==> src/design/rsrt_pkg.sv <==
// Shared widths and operation codes for the request skip remainder table.
package rsrt_pkg;

  // Payload widths.
  localparam int CLIENT_W = 16;
  localparam int LEN_W    = 48;

  // Operation codes carried on the opcode field.
  localparam logic OP_CHECK     = 1'b0;
  localparam logic OP_TERMINATE = 1'b1;

endpackage

==> src/design/request_skip_remainder_table.sv <==
// Ring table of client ids and discard remainders with a sequenced scan and shared subtractor.
// Sequence: a terminate transaction goes from acceptance straight to the subtract step; a check
// transaction first scans the slots in order until a matching slot or the last slot, then subtracts.
// Throughput: one transaction at a time; no new item is taken until the current one has passed
// its result to the output register. The slot scan issues one table read per cycle, one pipelined compare.
// Reset: synchronous, active low; the slot valid flags clear at once, so the table reads as
// empty and the ring pointer returns to slot 0 without a clearing pass.
module request_skip_remainder_table #(
  parameter int ENTRIES = 8
) (
  input  logic                           clk,
  input  logic                           rst_n,
  input  logic                           in_valid,
  output logic                           in_stall,
  input  logic                           in_opcode,
  input  logic [rsrt_pkg::CLIENT_W-1:0]  in_client_id,
  input  logic [rsrt_pkg::LEN_W-1:0]     in_packet_len,
  input  logic [rsrt_pkg::LEN_W-1:0]     in_frame_len,
  output logic                           out_valid,
  input  logic                           out_stall,
  output logic                           out_ignore,
  output logic [rsrt_pkg::LEN_W-1:0]     out_remaining
);

  localparam int IW = (ENTRIES > 1) ? $clog2(ENTRIES) : 1;
  localparam logic [IW-1:0] LAST_IDX = IW'(ENTRIES - 1);

  typedef enum logic [1:0] {
    ST_IDLE,
    ST_SCAN,
    ST_SUB
  } state_t;

  state_t                        state_r, state_nxt;
  logic                          op_r, op_nxt;
  logic [rsrt_pkg::CLIENT_W-1:0] cid_r, cid_nxt;
  logic [rsrt_pkg::LEN_W-1:0]    plen_r, plen_nxt;
  logic [rsrt_pkg::LEN_W-1:0]    opa_r, opa_nxt;
  logic                          hit_r, hit_nxt;
  logic [IW-1:0]                 hit_idx_r, hit_idx_nxt;
  logic [IW-1:0]                 scan_idx_r, scan_idx_nxt;
  logic [IW-1:0]                 eval_idx_r, eval_idx_nxt;
  logic                          data_ok_r, data_ok_nxt;
  logic [IW-1:0]                 wp_r, wp_nxt;
  logic [ENTRIES-1:0]            valid_r, valid_nxt;
  logic                          out_valid_r, out_valid_nxt;
  logic                          out_ignore_r, out_ignore_nxt;
  logic [rsrt_pkg::LEN_W-1:0]    out_remaining_r, out_remaining_nxt;

  // Table storage and its registered read port.
  logic [rsrt_pkg::CLIENT_W-1:0] mem_client [ENTRIES];
  logic [rsrt_pkg::LEN_W-1:0]    mem_rem [ENTRIES];
  logic [rsrt_pkg::CLIENT_W-1:0] rd_client_r;
  logic [rsrt_pkg::LEN_W-1:0]    rd_rem_r;
  logic                          rd_valid_r;

  logic                          wr_en;
  logic [IW-1:0]                 wr_idx;

  // Shared subtractor and its derived results.
  logic [rsrt_pkg::LEN_W:0]      diff;
  logic                          borrow;
  logic                          term_ok;
  logic [rsrt_pkg::LEN_W-1:0]    sub_rem;
  logic                          slot_hit;
  logic                          out_free;
  logic                          in_accept;

  assign diff     = {1'b0, opa_r} - {1'b0, plen_r};
  assign borrow   = diff[rsrt_pkg::LEN_W];
  assign sub_rem  = borrow ? '0 : diff[rsrt_pkg::LEN_W-1:0];
  assign term_ok  = !borrow && (diff[rsrt_pkg::LEN_W-1:0] != '0);

  // A slot matches when it holds data, the client agrees and bytes are still owed.
  assign slot_hit = rd_valid_r && (rd_client_r == cid_r) && (rd_rem_r != '0);

  // The output register can take a new result this cycle.
  assign out_free  = !out_valid_r || !out_stall;
  assign in_accept = in_valid && (state_r == ST_IDLE);

  assign in_stall      = (state_r != ST_IDLE);
  assign out_valid     = out_valid_r;
  assign out_ignore    = out_ignore_r;
  assign out_remaining = out_remaining_r;

  // The table is written at most once per item, at the end of the subtract step.
  assign wr_en  = (state_r == ST_SUB) && out_free &&
                  (((op_r == rsrt_pkg::OP_CHECK) && hit_r) ||
                   ((op_r == rsrt_pkg::OP_TERMINATE) && term_ok));
  assign wr_idx = (op_r == rsrt_pkg::OP_TERMINATE) ? wp_r : hit_idx_r;

  // Table memory: one write port, one registered read port at the scan index.
  always_ff @(posedge clk) begin
    if (wr_en) begin
      mem_client[wr_idx] <= cid_r;
      mem_rem[wr_idx]    <= sub_rem;
    end
    rd_client_r <= mem_client[scan_idx_r];
    rd_rem_r    <= mem_rem[scan_idx_r];
  end

  // Sequencer next-state logic.
  always_comb begin
    state_nxt         = state_r;
    op_nxt            = op_r;
    cid_nxt           = cid_r;
    plen_nxt          = plen_r;
    opa_nxt           = opa_r;
    hit_nxt           = hit_r;
    hit_idx_nxt       = hit_idx_r;
    scan_idx_nxt      = scan_idx_r;
    eval_idx_nxt      = eval_idx_r;
    data_ok_nxt       = data_ok_r;
    wp_nxt            = wp_r;
    valid_nxt         = valid_r;
    out_valid_nxt     = out_valid_r && out_stall;
    out_ignore_nxt    = out_ignore_r;
    out_remaining_nxt = out_remaining_r;

    case (state_r)
      ST_IDLE: begin
        if (in_accept) begin
          op_nxt       = in_opcode;
          cid_nxt      = in_client_id;
          plen_nxt     = in_packet_len;
          opa_nxt      = in_frame_len;
          hit_nxt      = 1'b0;
          scan_idx_nxt = '0;
          data_ok_nxt  = 1'b0;
          state_nxt    = (in_opcode == rsrt_pkg::OP_TERMINATE) ? ST_SUB : ST_SCAN;
        end
      end

      ST_SCAN: begin
        // Issue the next read while the previous slot is compared.
        data_ok_nxt  = 1'b1;
        eval_idx_nxt = scan_idx_r;
        if (scan_idx_r != LAST_IDX) begin
          scan_idx_nxt = scan_idx_r + 1'b1;
        end
        if (data_ok_r) begin
          if (slot_hit) begin
            opa_nxt     = rd_rem_r;
            hit_nxt     = 1'b1;
            hit_idx_nxt = eval_idx_r;
            state_nxt   = ST_SUB;
          end else if (eval_idx_r == LAST_IDX) begin
            hit_nxt   = 1'b0;
            state_nxt = ST_SUB;
          end
        end
      end

      ST_SUB: begin
        // Finish the item once the output register is free.
        if (out_free) begin
          out_valid_nxt = 1'b1;
          state_nxt     = ST_IDLE;
          if (op_r == rsrt_pkg::OP_CHECK) begin
            out_ignore_nxt    = hit_r;
            out_remaining_nxt = hit_r ? sub_rem : '0;
          end else begin
            out_ignore_nxt    = 1'b0;
            out_remaining_nxt = term_ok ? sub_rem : '0;
            if (term_ok) begin
              valid_nxt[wp_r] = 1'b1;
              wp_nxt          = (wp_r == LAST_IDX) ? '0 : wp_r + 1'b1;
            end
          end
        end
      end

      default: begin
        state_nxt = ST_IDLE;
      end
    endcase
  end

  // State, control and registered outputs.
  always_ff @(posedge clk) begin
    if (!rst_n) begin
      state_r     <= ST_IDLE;
      hit_r       <= 1'b0;
      scan_idx_r  <= '0;
      eval_idx_r  <= '0;
      data_ok_r   <= 1'b0;
      wp_r        <= '0;
      valid_r     <= '0;
      rd_valid_r  <= 1'b0;
      out_valid_r <= 1'b0;
    end else begin
      state_r     <= state_nxt;
      hit_r       <= hit_nxt;
      scan_idx_r  <= scan_idx_nxt;
      eval_idx_r  <= eval_idx_nxt;
      data_ok_r   <= data_ok_nxt;
      wp_r        <= wp_nxt;
      valid_r     <= valid_nxt;
      rd_valid_r  <= valid_r[scan_idx_r];
      out_valid_r <= out_valid_nxt;
    end
    op_r            <= op_nxt;
    cid_r           <= cid_nxt;
    plen_r          <= plen_nxt;
    opa_r           <= opa_nxt;
    hit_idx_r       <= hit_idx_nxt;
    out_ignore_r    <= out_ignore_nxt;
    out_remaining_r <= out_remaining_nxt;
  end

endmodule

==> config.mk <==
export PLATFORM = sky130hd
export DESIGN_NAME = request_skip_remainder_table
export DESIGN_NICKNAME = d
export VERILOG_FILES = /design/src/design/rsrt_pkg.sv /design/src/design/request_skip_remainder_table.sv
export SDC_FILE = /design/constraint.sdc
export NUM_CORES = 1
export LEC_CHECK = 0
export BUFFER_PORTS_ARGS = -buffer_cell sky130_fd_sc_hd__buf_2
export CORE_AREA = 2 2 265 267
export DETAILED_ROUTE_END_ITERATION = 6
export DIE_AREA = 0 0 267 269
export GPL_TIMING_DRIVEN = 0
export SETUP_SLACK_MARGIN = 0.1
export SKIP_LAST_GASP = 1
export SLEW_MARGIN = 30
export SYNTH_ARGS = -nofsm -noshare
export SYNTH_HDL_FRONTEND = slang
export SYNTH_SLANG_ARGS = --single-unit
==> constraint.sdc <==
create_clock -name clk -period 8.7 [get_ports clk]
set_clock_uncertainty 0.2 [all_clocks]
set_input_delay 0.435 -clock clk [delete_from_list [all_inputs] [get_ports clk]]
set_output_delay 0.435 -clock clk [all_outputs]
set_load 0.02 [all_outputs]
==> flow_summary.yaml, run 1 <==
outcome:
  status: "finished clean"
clock_tree:
  ctsLongestPathBuffers: 3
  insertion_delay_ps: 630
  numCtsBuffers: 81
  cts_htree_levels: 3
  clock-sinks: 764
  clk_pin_slew_worst_paths_ps: 60
  clock-root-buffer: "clkbuf_16"
  cts_resized: 0
  cts_tree: "built"
setup_path:
  required_ps: 8810
  cp_max_fo: 14
  cp.arrival_ps: 6370
  worstRegToRegCells: 16
  end_kind: "flop"
  critPathLaunchType: "flop"
  worstSetupPathType: "flop to flop"
yosys:
  synth_edf_count: 677
  avgSynthCellArea_sq_um: 15.8
  ys_ff_latch: 764
  syn_nets: 2165
  seq_area_frac_synth_pct: 70.0
  yosysTopAreaCellShare_pct: 64.5
  ys_warn_count: 0
  yosys.area.top_type: "edfxtp_1"
  synth-async-reset-ratio_pct: 0
  netlist_area_sq_um: 31500
  synthTopCellsByArea: "edfxtp_1, mux4_2, dfxtp_1"
  synth_cells: 1995
  synth_flop_cell: "edfxtp_1"
  synthDistinctLibCells: 78
global_routing:
  grt_pass1_wl_um: 121000
  grt_max_degree: 51
  use_met2_pct: 38.4
  met3_usage_pct: 3.34
  busiest_layer: "met2"
  grt_util_met1_pct: 31.2
  grt_use_total_pct: 23.0
  grt_overflow: 0
  antenna_found_initial: 3
  grt_pass1_vias: 19230
timing:
  tightestPinTransition_ps: 956
  fmax_ghz: 0.160
  slew_headroom_pct: 36.3
  grt_setup_unrepaired: "false"
  finalCritPeriodShare_pct: 72.0
  slew_violations: 0
  worst_hold_slack_ps: 111
  period_minus_slack_ps: 6260
  hold_viol: 0
  setup_viol: 0
placed_design:
  dp_hpwl_um: 57100
  placed_cell_area_sq_um: 34700
  portBuffers: 166
  gp_congestion: 0.922
finish:
  final_common_cell: "edfxtp_1"
  final_cell_mix: "edfxtp_1, nand2_1, buf_2"
  drive_gt1_share_pct: 24.0
  postLayoutCellArea_sq_um: 38600
  syn2layout_area_growth_pct: 22.3
  final_nets: 2577
  nFillCells: 5453
pwr:
  switching_power_mw: 2.49
  p_comb_share_pct: 16.1
  ir_worst_vdd_mv: 0.168
  power.leakage_nw: 13.5
  seqPwrFrac_pct: 46.7
  p_int_mw: 6.82
  power_density_nw_per_um2: 242
  pwr-share-clk_pct: 37.1
  p_sw_share_pct: 26.7
floorplan:
  start_util_pct: 45.5
  io-pin-count: 168
  dieArea_sq_um: 71800
  die_w_um: 267
  fp-row-count: 97
  die_y_um: 269
  core_area_sq_um: 69300
route:
  drc_errors: 0
  drtAntennaViolNets: 0
  vias: 19047
  dr.pass1.iters: 5
  avgViaCountPerCell: 5.58
  drt-initial-drc-count: 1611
  post_drt_wl_per_cell_um: 23.9
  wl_um: 81700
worst_hold_path:
  min_path_type: "input port to flop"
  whs_path_depth: 4
run:
  drv_cap: 0
## power groups by stage
stage	sequential (mW)	combinational [mW]	clock (mW)
6_report	4.35	1.50	3.46
5_1_grt	4.36	1.63	3.67
4_1_cts	4.35	1.50	3.52
3_5_place_dp	4.43	1.45	0
3_3_place_gp	4.43	1.40	0
2_1_floorplan	4.42	0.899	0
## cells in the mapped netlist (all sizes together), types with 8 or more instances
cell / n
o21ai: 42
mux2: 65
or3: 20
mux2i: 8
nor2b: 11
nand4: 27
buf: 36
nor3: 21
a21oi: 80
nand3: 16
nand2: 228
xnor2: 21
xor2: 31
a32o: 8
dfxtp: 87
nor4: 16
mux4: 130
clkbuf: 55
o211ai: 12
inv: 65
edfxtp: 677
a21o: 15
a31oi: 10
nor2: 151
o21bai: 8
ha: 52
o21a: 9
## final cells by class
type / count / area [sq um] / share of cell area (%)
Clock inverter: 40 / 432 / 1.12
Tap cell: 940 / 1180 / 3.05
Inverter: 65 / 249 / 0.646
Timing Repair Buffer: 329 / 3010 / 7.81
Multi-Input combinational cell: 1075 / 8940 / 23.2
Sequential cell: 764 / 22100 / 57.3
Antenna cell: 2 / 5.00 / 0.0130
Buffer: 91 / 413 / 1.07
Clock buffer: 110 / 2260 / 5.86
## flip-flops by register name, summed over array words and instances, names as in the netlist, 2 cells and up
| name | count |
|---|---|
| mem_rem | 384 |
| mem_client | 128 |
| opa_r | 48 |
| out_remaining | 48 |
| plen_r | 48 |
| rd_rem_r | 48 |
| cid_r | 16 |
| rd_client_r | 16 |
| valid_r | 8 |
| eval_idx_r | 3 |
| hit_idx_r | 3 |
| scan_idx_r | 3 |
| wp_r | 3 |
| state_r | 2 |
## critical path: stages (launching register included)
cell	delay, ps
edfxtp_1	370
ha_1	240
fa_1	410
nand2b_1	210
a211oi_2	390
o2111ai_1	350
a211oi_2	410
nor2_1	210
o31ai_1	410
xnor2_1	240
and4_1	270
and4_1	290
buf_4	200
or3_1	530
a21oi_4	750
buf_16	240
buf_8	210
## metal layers
metal / up-vias / part of all wire [%] / wire length, um
met5: - / 0.016 / 13
met1: 9708 / 42 / 34700
li1: 8524 / - / -
met2: 682 / 49 / 40000
met4: 2 / 2.6 / 2130
met3: 131 / 6.1 / 4980
## worst paths after layout
check / startpoint / endpoint / slack [ps]
setup / recovery: plen_r[0] / mem_rem[0][15] / 2440
hold / removal: in_valid / data_ok_r / 110
setup reg to reg: plen_r[0] / mem_rem[0][15] / 2440
hold reg to reg: eval_idx_r[1] / hit_idx_r[1] / 260
## logic make-up (layout without fill, tap and decap cells)
family / count (synthesis) / in the layout / synth area share [%]
buf+inv: 156 / 635 / 2.03
other cells: 0 / 2 / 0
mux: 203 / 203 / 11.9
compound gates: 236 / 236 / 4.96
fa+ha+maj: 53 / 53 / 2.13
simple gates: 531 / 531 / 7.59
xor+xnor: 52 / 52 / 1.44
flops: 764 / 764 / 70.0
## through the flow
stage                     power, mW  setup slack, ps  util [%]  cells  setup TNS (ps)
after floorplan                5.32              456         -   1995               0
after global placement         5.83            -5550      48.4   3101        -2813010
after detailed placement       5.88             2450      50.1   3148               0
after CTS                      9.37             2390      55.6   3414               0
after global routing           9.66             2200      55.6   3415               0
final                          9.31             2440      55.6   3416               0
## what timing repair did
| action | in CTS | in global routing |
|---|---|---|
| setup buffers | 0 | 0 |
| endpoints found under the hold margin | 117 | 0 |
| hold buffers | 116 | 0 |
No activity file was read; power rests on OpenSTA's default activity.
==> run 2: changes to the inputs <==
==> constraint.sdc (replaced) <==
create_clock -name clk -period 6 [get_ports clk]
set_clock_uncertainty 0.2 [all_clocks]
set_input_delay 0.3 -clock clk [delete_from_list [all_inputs] [get_ports clk]]
set_output_delay 0.3 -clock clk [all_outputs]
set_load 0.02 [all_outputs]
==> flow_summary.yaml, run 2 (same netlist as run 1, synthesis figures left out) <==
global_routing:
  met3_usage_pct: 3.74
  antenna_found_initial: 1
  busiest_layer: "met2"
  grt_max_degree: 52
  grt_use_total_pct: 23.4
  grt_util_met1_pct: 31.7
  grt_pass1_wl_um: 123000
  grt_overflow: 0
  use_met2_pct: 39.1
  grt_pass1_vias: 19622
floorplan:
  dieArea_sq_um: 71800
  io-pin-count: 168
  start_util_pct: 45.5
  die_w_um: 267
  fp-row-count: 97
  die_y_um: 269
  core_area_sq_um: 69300
route:
  drc_errors: 0
  dr.pass1.iters: 5
  drt-initial-drc-count: 1583
  avgViaCountPerCell: 5.56
  post_drt_wl_per_cell_um: 24.3
  drtAntennaViolNets: 0
  vias: 19105
  wl_um: 83500
finish:
  drive_gt1_share_pct: 25.2
  final_cell_mix: "edfxtp_1, nand2_1, buf_2"
  final_common_cell: "edfxtp_1"
  syn2layout_area_growth_pct: 23.3
  final_nets: 2596
  top_register: "mem_rem"
  reg_top3: "mem_rem: 384 flops, mem_client: 128 flops"
  largest_reg_flops: 384
setup_path:
  cp_max_fo: 10
  cp.arrival_ps: 5800
  required_ps: 6100
  cp_num_buf_inv: 4
  end_kind: "flop"
  critical_path.top_delay_family: "compound AO/OA/AOI/OAI gates"
  crit_chain: "inv_1, ha_1, buf_2, a21oi_1, o21ai_0, a22oi_1, a211oi_2, nor2_1, o211ai_1, a21o_1, a21oi_1, clkbuf_1, clkbuf_1, nor2_1"
  worstSetupPathType: "flop to flop"
  critPathLaunchType: "flop"
  slowest_delay_ps: 670
  slowest_stage: "a21oi_1"
placed_design:
  portBuffers: 166
  dp_hpwl_um: 58100
  pre_cts_slack_ps: -485
  gp_congestion: 0.959
timing:
  slew_headroom_pct: 29.7
  slew_violations: 0
  worst_slack_ps: 299
  hold_viol: 0
  worst_hold_slack_ps: 180
  finalCritPeriodShare_pct: 95.0
  tightestPinTransition_ps: 1050
  fmax_ghz: 0.175
  period_minus_slack_ps: 5700
  setup_viol: 0
  tns_ps: 0
  grt_setup_unrepaired: "false"
clock_tree:
  clk_pin_slew_worst_paths_ps: 60
  numCtsBuffers: 82
  cts_tree: "built"
  clock-root-buffer: "clkbuf_16"
  insertion_delay_ps: 640
  clock-sinks: 764
  ctsLongestPathBuffers: 3
  cts_htree_levels: 3
pwr:
  total_power_mw: 13.6
  power.leakage_nw: 13.7
  power_density_nw_per_um2: 350
  ir_worst_vdd_mv: 0.248
worst_hold_path:
  min_path_type: "input port to flop"
outcome:
  status: "finished clean"
run:
  drv_cap: 0
==> run 2: cell count changes in the layout (fill, tap and decap cells not counted), moves of 3 or more <==
cell	delta
buf_4	+15
clkbuf_8	+8
buf_16	+4
clkbuf_1	-3
==> run 2: path summary, 6_finish.rpt <==
path | startpoint | end | slack [ps] | depth (start not counted)
min reg2reg | eval_idx_r[1] | hit_idx_r[1] | 270 | 0
min | in_packet_len[3] | plen_r[3] | 180 | 2
max | plen_r[15] | mem_rem[7][36] | 300 | 14
max reg2reg | plen_r[15] | mem_rem[7][36] | 300 | 14
==> run 2: routing by layer <==
metal	part of all wire (%)	routed length, um
met1	43	35800
met2	49	40900
met3	5.4	4480
met4	2.9	2390
met5	0	0
==> run 2: worst reg2reg max path: cells and delay by family, from the launching register on <==
| family | cells | cell delay [ps] |
|---|---|---|
| compound gates | 7 | 2310 |
| simple gates | 2 | 860 |
| fa+ha+maj | 1 | 220 |
| flops | 1 | 390 |
| buf+inv | 4 | 1430 |
==> run 2: what timing repair did <==
action,4_1_cts,5_1_grt
hold endpoints to repair,122,0
setup buffers,16,0
gates resized for setup,8,3
pin swaps,8,1
gates cloned,0,0
endpoints found under the setup margin,522,133
hold buffers,116,0
==> run 2: area by class of cell <==
class / count / area [sq um]
timing repair buffer: 347 / 3220
inverter: 65 / 249
sequential: 764 / 22100
antenna: 1 / 2.50
tap: 940 / 1180
multi-input combinational: 1075 / 9010
clock buffer: 115 / 2360
buffer: 91 / 413
fill: 5488 / 30400
clock inverter: 38 / 392
==> run 2: power breakdown <==
| part | total (mW) | switching (mW) | internal (mW) | leakage (nW) |
|---|---|---|---|---|
| clock | 5.10 | 2.08 | 3.01 | 1.36 |
| combinational | 2.22 | 1.50 | 0.721 | 5.37 |
| sequential | 6.31 | 0.0917 | 6.22 | 6.97 |
==> run 2: through the flow <==
step | std cells | cell area (sq um) | util [%]
2_1_floorplan | 1995 | 31600 | -
3_3_place_gp | 3101 | 33600 | 48.4
3_5_place_dp | 3150 | 34800 | 50.2
4_1_cts | 3435 | 38900 | 56.1
5_1_grt | 3435 | 38900 | 56.1
6_report | 3436 | 38900 | 56.1
==> run 3: changes to the inputs <==
==> constraint.sdc (replaced) <==
create_clock -name clk -period 6.7 [get_ports clk]
set_clock_uncertainty 0.2 [all_clocks]
set_input_delay 0 -clock clk [delete_from_list [all_inputs] [get_ports clk]]
set_output_delay 0 -clock clk [all_outputs]
set_load 0.02 [all_outputs]
==> flow_summary.yaml, run 3 (same netlist as run 1, synthesis figures left out) <==
outcome:
  status: "finished clean"
timing:
  finalCritPeriodShare_pct: 97.2
  period_minus_slack_ps: 6510
  slew_headroom_pct: 35.6
  hold_viol: 0
  tightestPinTransition_ps: 958
  setup_viol: 0
  worst_hold_slack_ps: 29.1
  slew_violations: 0
  grt_setup_unrepaired: "false"
  fmax_ghz: 0.154
worst_hold_path:
  min_path_type: "input port to flop"
  whs_path_depth: 4
  hp-start: "in_frame_len[45]"
  holdPathEnd: "opa_r[45]"
clock_tree:
  cts_tree: "built"
  clock-root-buffer: "clkbuf_16"
  insertion_delay_ps: 640
  clk_pin_slew_worst_paths_ps: 60
  ctsLongestPathBuffers: 3
  clock-sinks: 764
  postCtsSetupBuffers: 0
  numCtsBuffers: 82
  cts_htree_levels: 3
run:
  drv_cap: 0
floorplan:
  start_util_pct: 45.5
  fp-row-count: 97
  die_w_um: 267
  core_area_sq_um: 69300
  io-pin-count: 168
  dieArea_sq_um: 71800
  die_y_um: 269
finish:
  largest_reg_flops: 384
  multi_input_area_sq_um: 8940
  final_nets: 2679
  syn2layout_area_growth_pct: 25.8
  top_register: "mem_rem"
  seq_area_sq_um: 22100
  reg_top3: "mem_rem: 384 flops, mem_client: 128 flops"
  drive_gt1_share_pct: 23.4
  postLayoutCellArea_sq_um: 39700
  final_common_cell: "edfxtp_1"
  instances_no_fill: 3521
  nFillCells: 5421
  final_cell_mix: "edfxtp_1, nand2_1, dlygate4sd3_1"
route:
  wl_um: 84700
  avgViaCountPerCell: 5.55
  vias: 19526
  dr.pass1.iters: 6
  post_drt_wl_per_cell_um: 24.0
  drc_errors: 0
  drt-initial-drc-count: 1657
  drtAntennaViolNets: 0
setup_path:
  critPathLaunchType: "flop"
  required_ps: 6880
  worstSetupPathType: "flop to flop"
  crit_chain: "ha_1, fa_1, nand2b_1, a211oi_2, o2111ai_1, and3_1, xor2_1, or4b_1, nor4_1, and4_1, buf_4, or3_1, a21oi_4, buf_16, buf_8, buf_16"
  reg2reg_from: "plen_r[0]"
  worstRegToRegCells: 16
  slowest_delay_ps: 650
  cp_num_buf_inv: 4
  critical_path.top_delay_family: "simple AND/OR/NAND/NOR gates"
  crit_start: "plen_r[0]"
  reg2reg_slack_ps: 190
  r2r_end: "mem_client[0][0]"
  cp.arrival_ps: 6690
  slowest_stage: "nor4_1"
  end_kind: "flop"
  cp_max_fo: 13
  cp_common_cell: "buf_16"
global_routing:
  grt_pass1_wl_um: 125000
  grt_overflow: 0
  grt_pass1_vias: 20119
  antenna_found_initial: 2
  grt_use_total_pct: 23.7
  grt_max_degree: 52
placed_design:
  dp_cells: 3150
  placed_cell_area_sq_um: 34800
  dp_hpwl_um: 58100
  portBuffers: 166
  gp_congestion: 0.959
pwr:
  power_density_nw_per_um2: 308
  ir_worst_vdd_mv: 0.222
  power.leakage_nw: 14.0
-- run 3: timing repair --
action	in CTS	in global routing
hold buffers	215	0
gates resized for setup	0	0
hold endpoints to repair	213	0
endpoints found under the setup margin	0	0
-- run 3: tightest hold or removal path, cell delays in order --
cell           delay (ps)
dlygate4sd3_1         510
buf_2                 100
nand2_1                60
nand2_1                70
-- run 3: per-layer routing --
metal  global-route usage, %  share of wire (%)
met3                    3.54                5.6
met4                    7.74                3.0
met2                    39.9                 49
met1                    32.0                 42
met5                       0                  0
-- run 3: metrics by stage --
step           util [%]  TNS (ps)  total power [mW]  setup slack (ps)
6_report           57.3         0              12.2               190
5_1_grt            57.3         0              12.7               109
2_1_floorplan         -         0              6.91               991
4_1_cts            57.2         0              12.3               137
3_3_place_gp       48.4  -1139320              7.58             -2270
3_5_place_dp       50.2         0              7.65               215
-- run 3: worst max path at each step --
| stage | to | slack, ps | depth (start not counted) |
|---|---|---|---|
| 2_1_floorplan | mem_client[0][0] | 990 | 14 |
| 3_3_place_gp | mem_rem[6][2] | -2270 | 6 |
| 3_5_place_dp | mem_client[0][0] | 210 | 17 |
| 4_1_cts | mem_rem[0][33] | 140 | 17 |
| 5_1_grt | mem_rem[6][2] | 110 | 17 |
| 6_report | mem_client[0][0] | 190 | 16 |
-- run 3: layout make-up --
class / count / share of cell area [%]
Sequential cell: 764 / 55.6
Antenna cell: 3 / 0.0189
Buffer: 91 / 1.04
Inverter: 65 / 0.627
Tap cell: 940 / 2.96
Multi-Input combinational cell: 1075 / 22.5
Timing Repair Buffer: 430 / 10.3
Clock buffer: 115 / 5.94
Clock inverter: 38 / 0.987
-- run 3: power by group --
part	total (mW)	internal, mW	switching (mW)
Clock	4.57	2.70	1.87
Combinational	2.02	0.680	1.34
Sequential	5.65	5.57	0.0828
Total	12.2	8.95	3.29
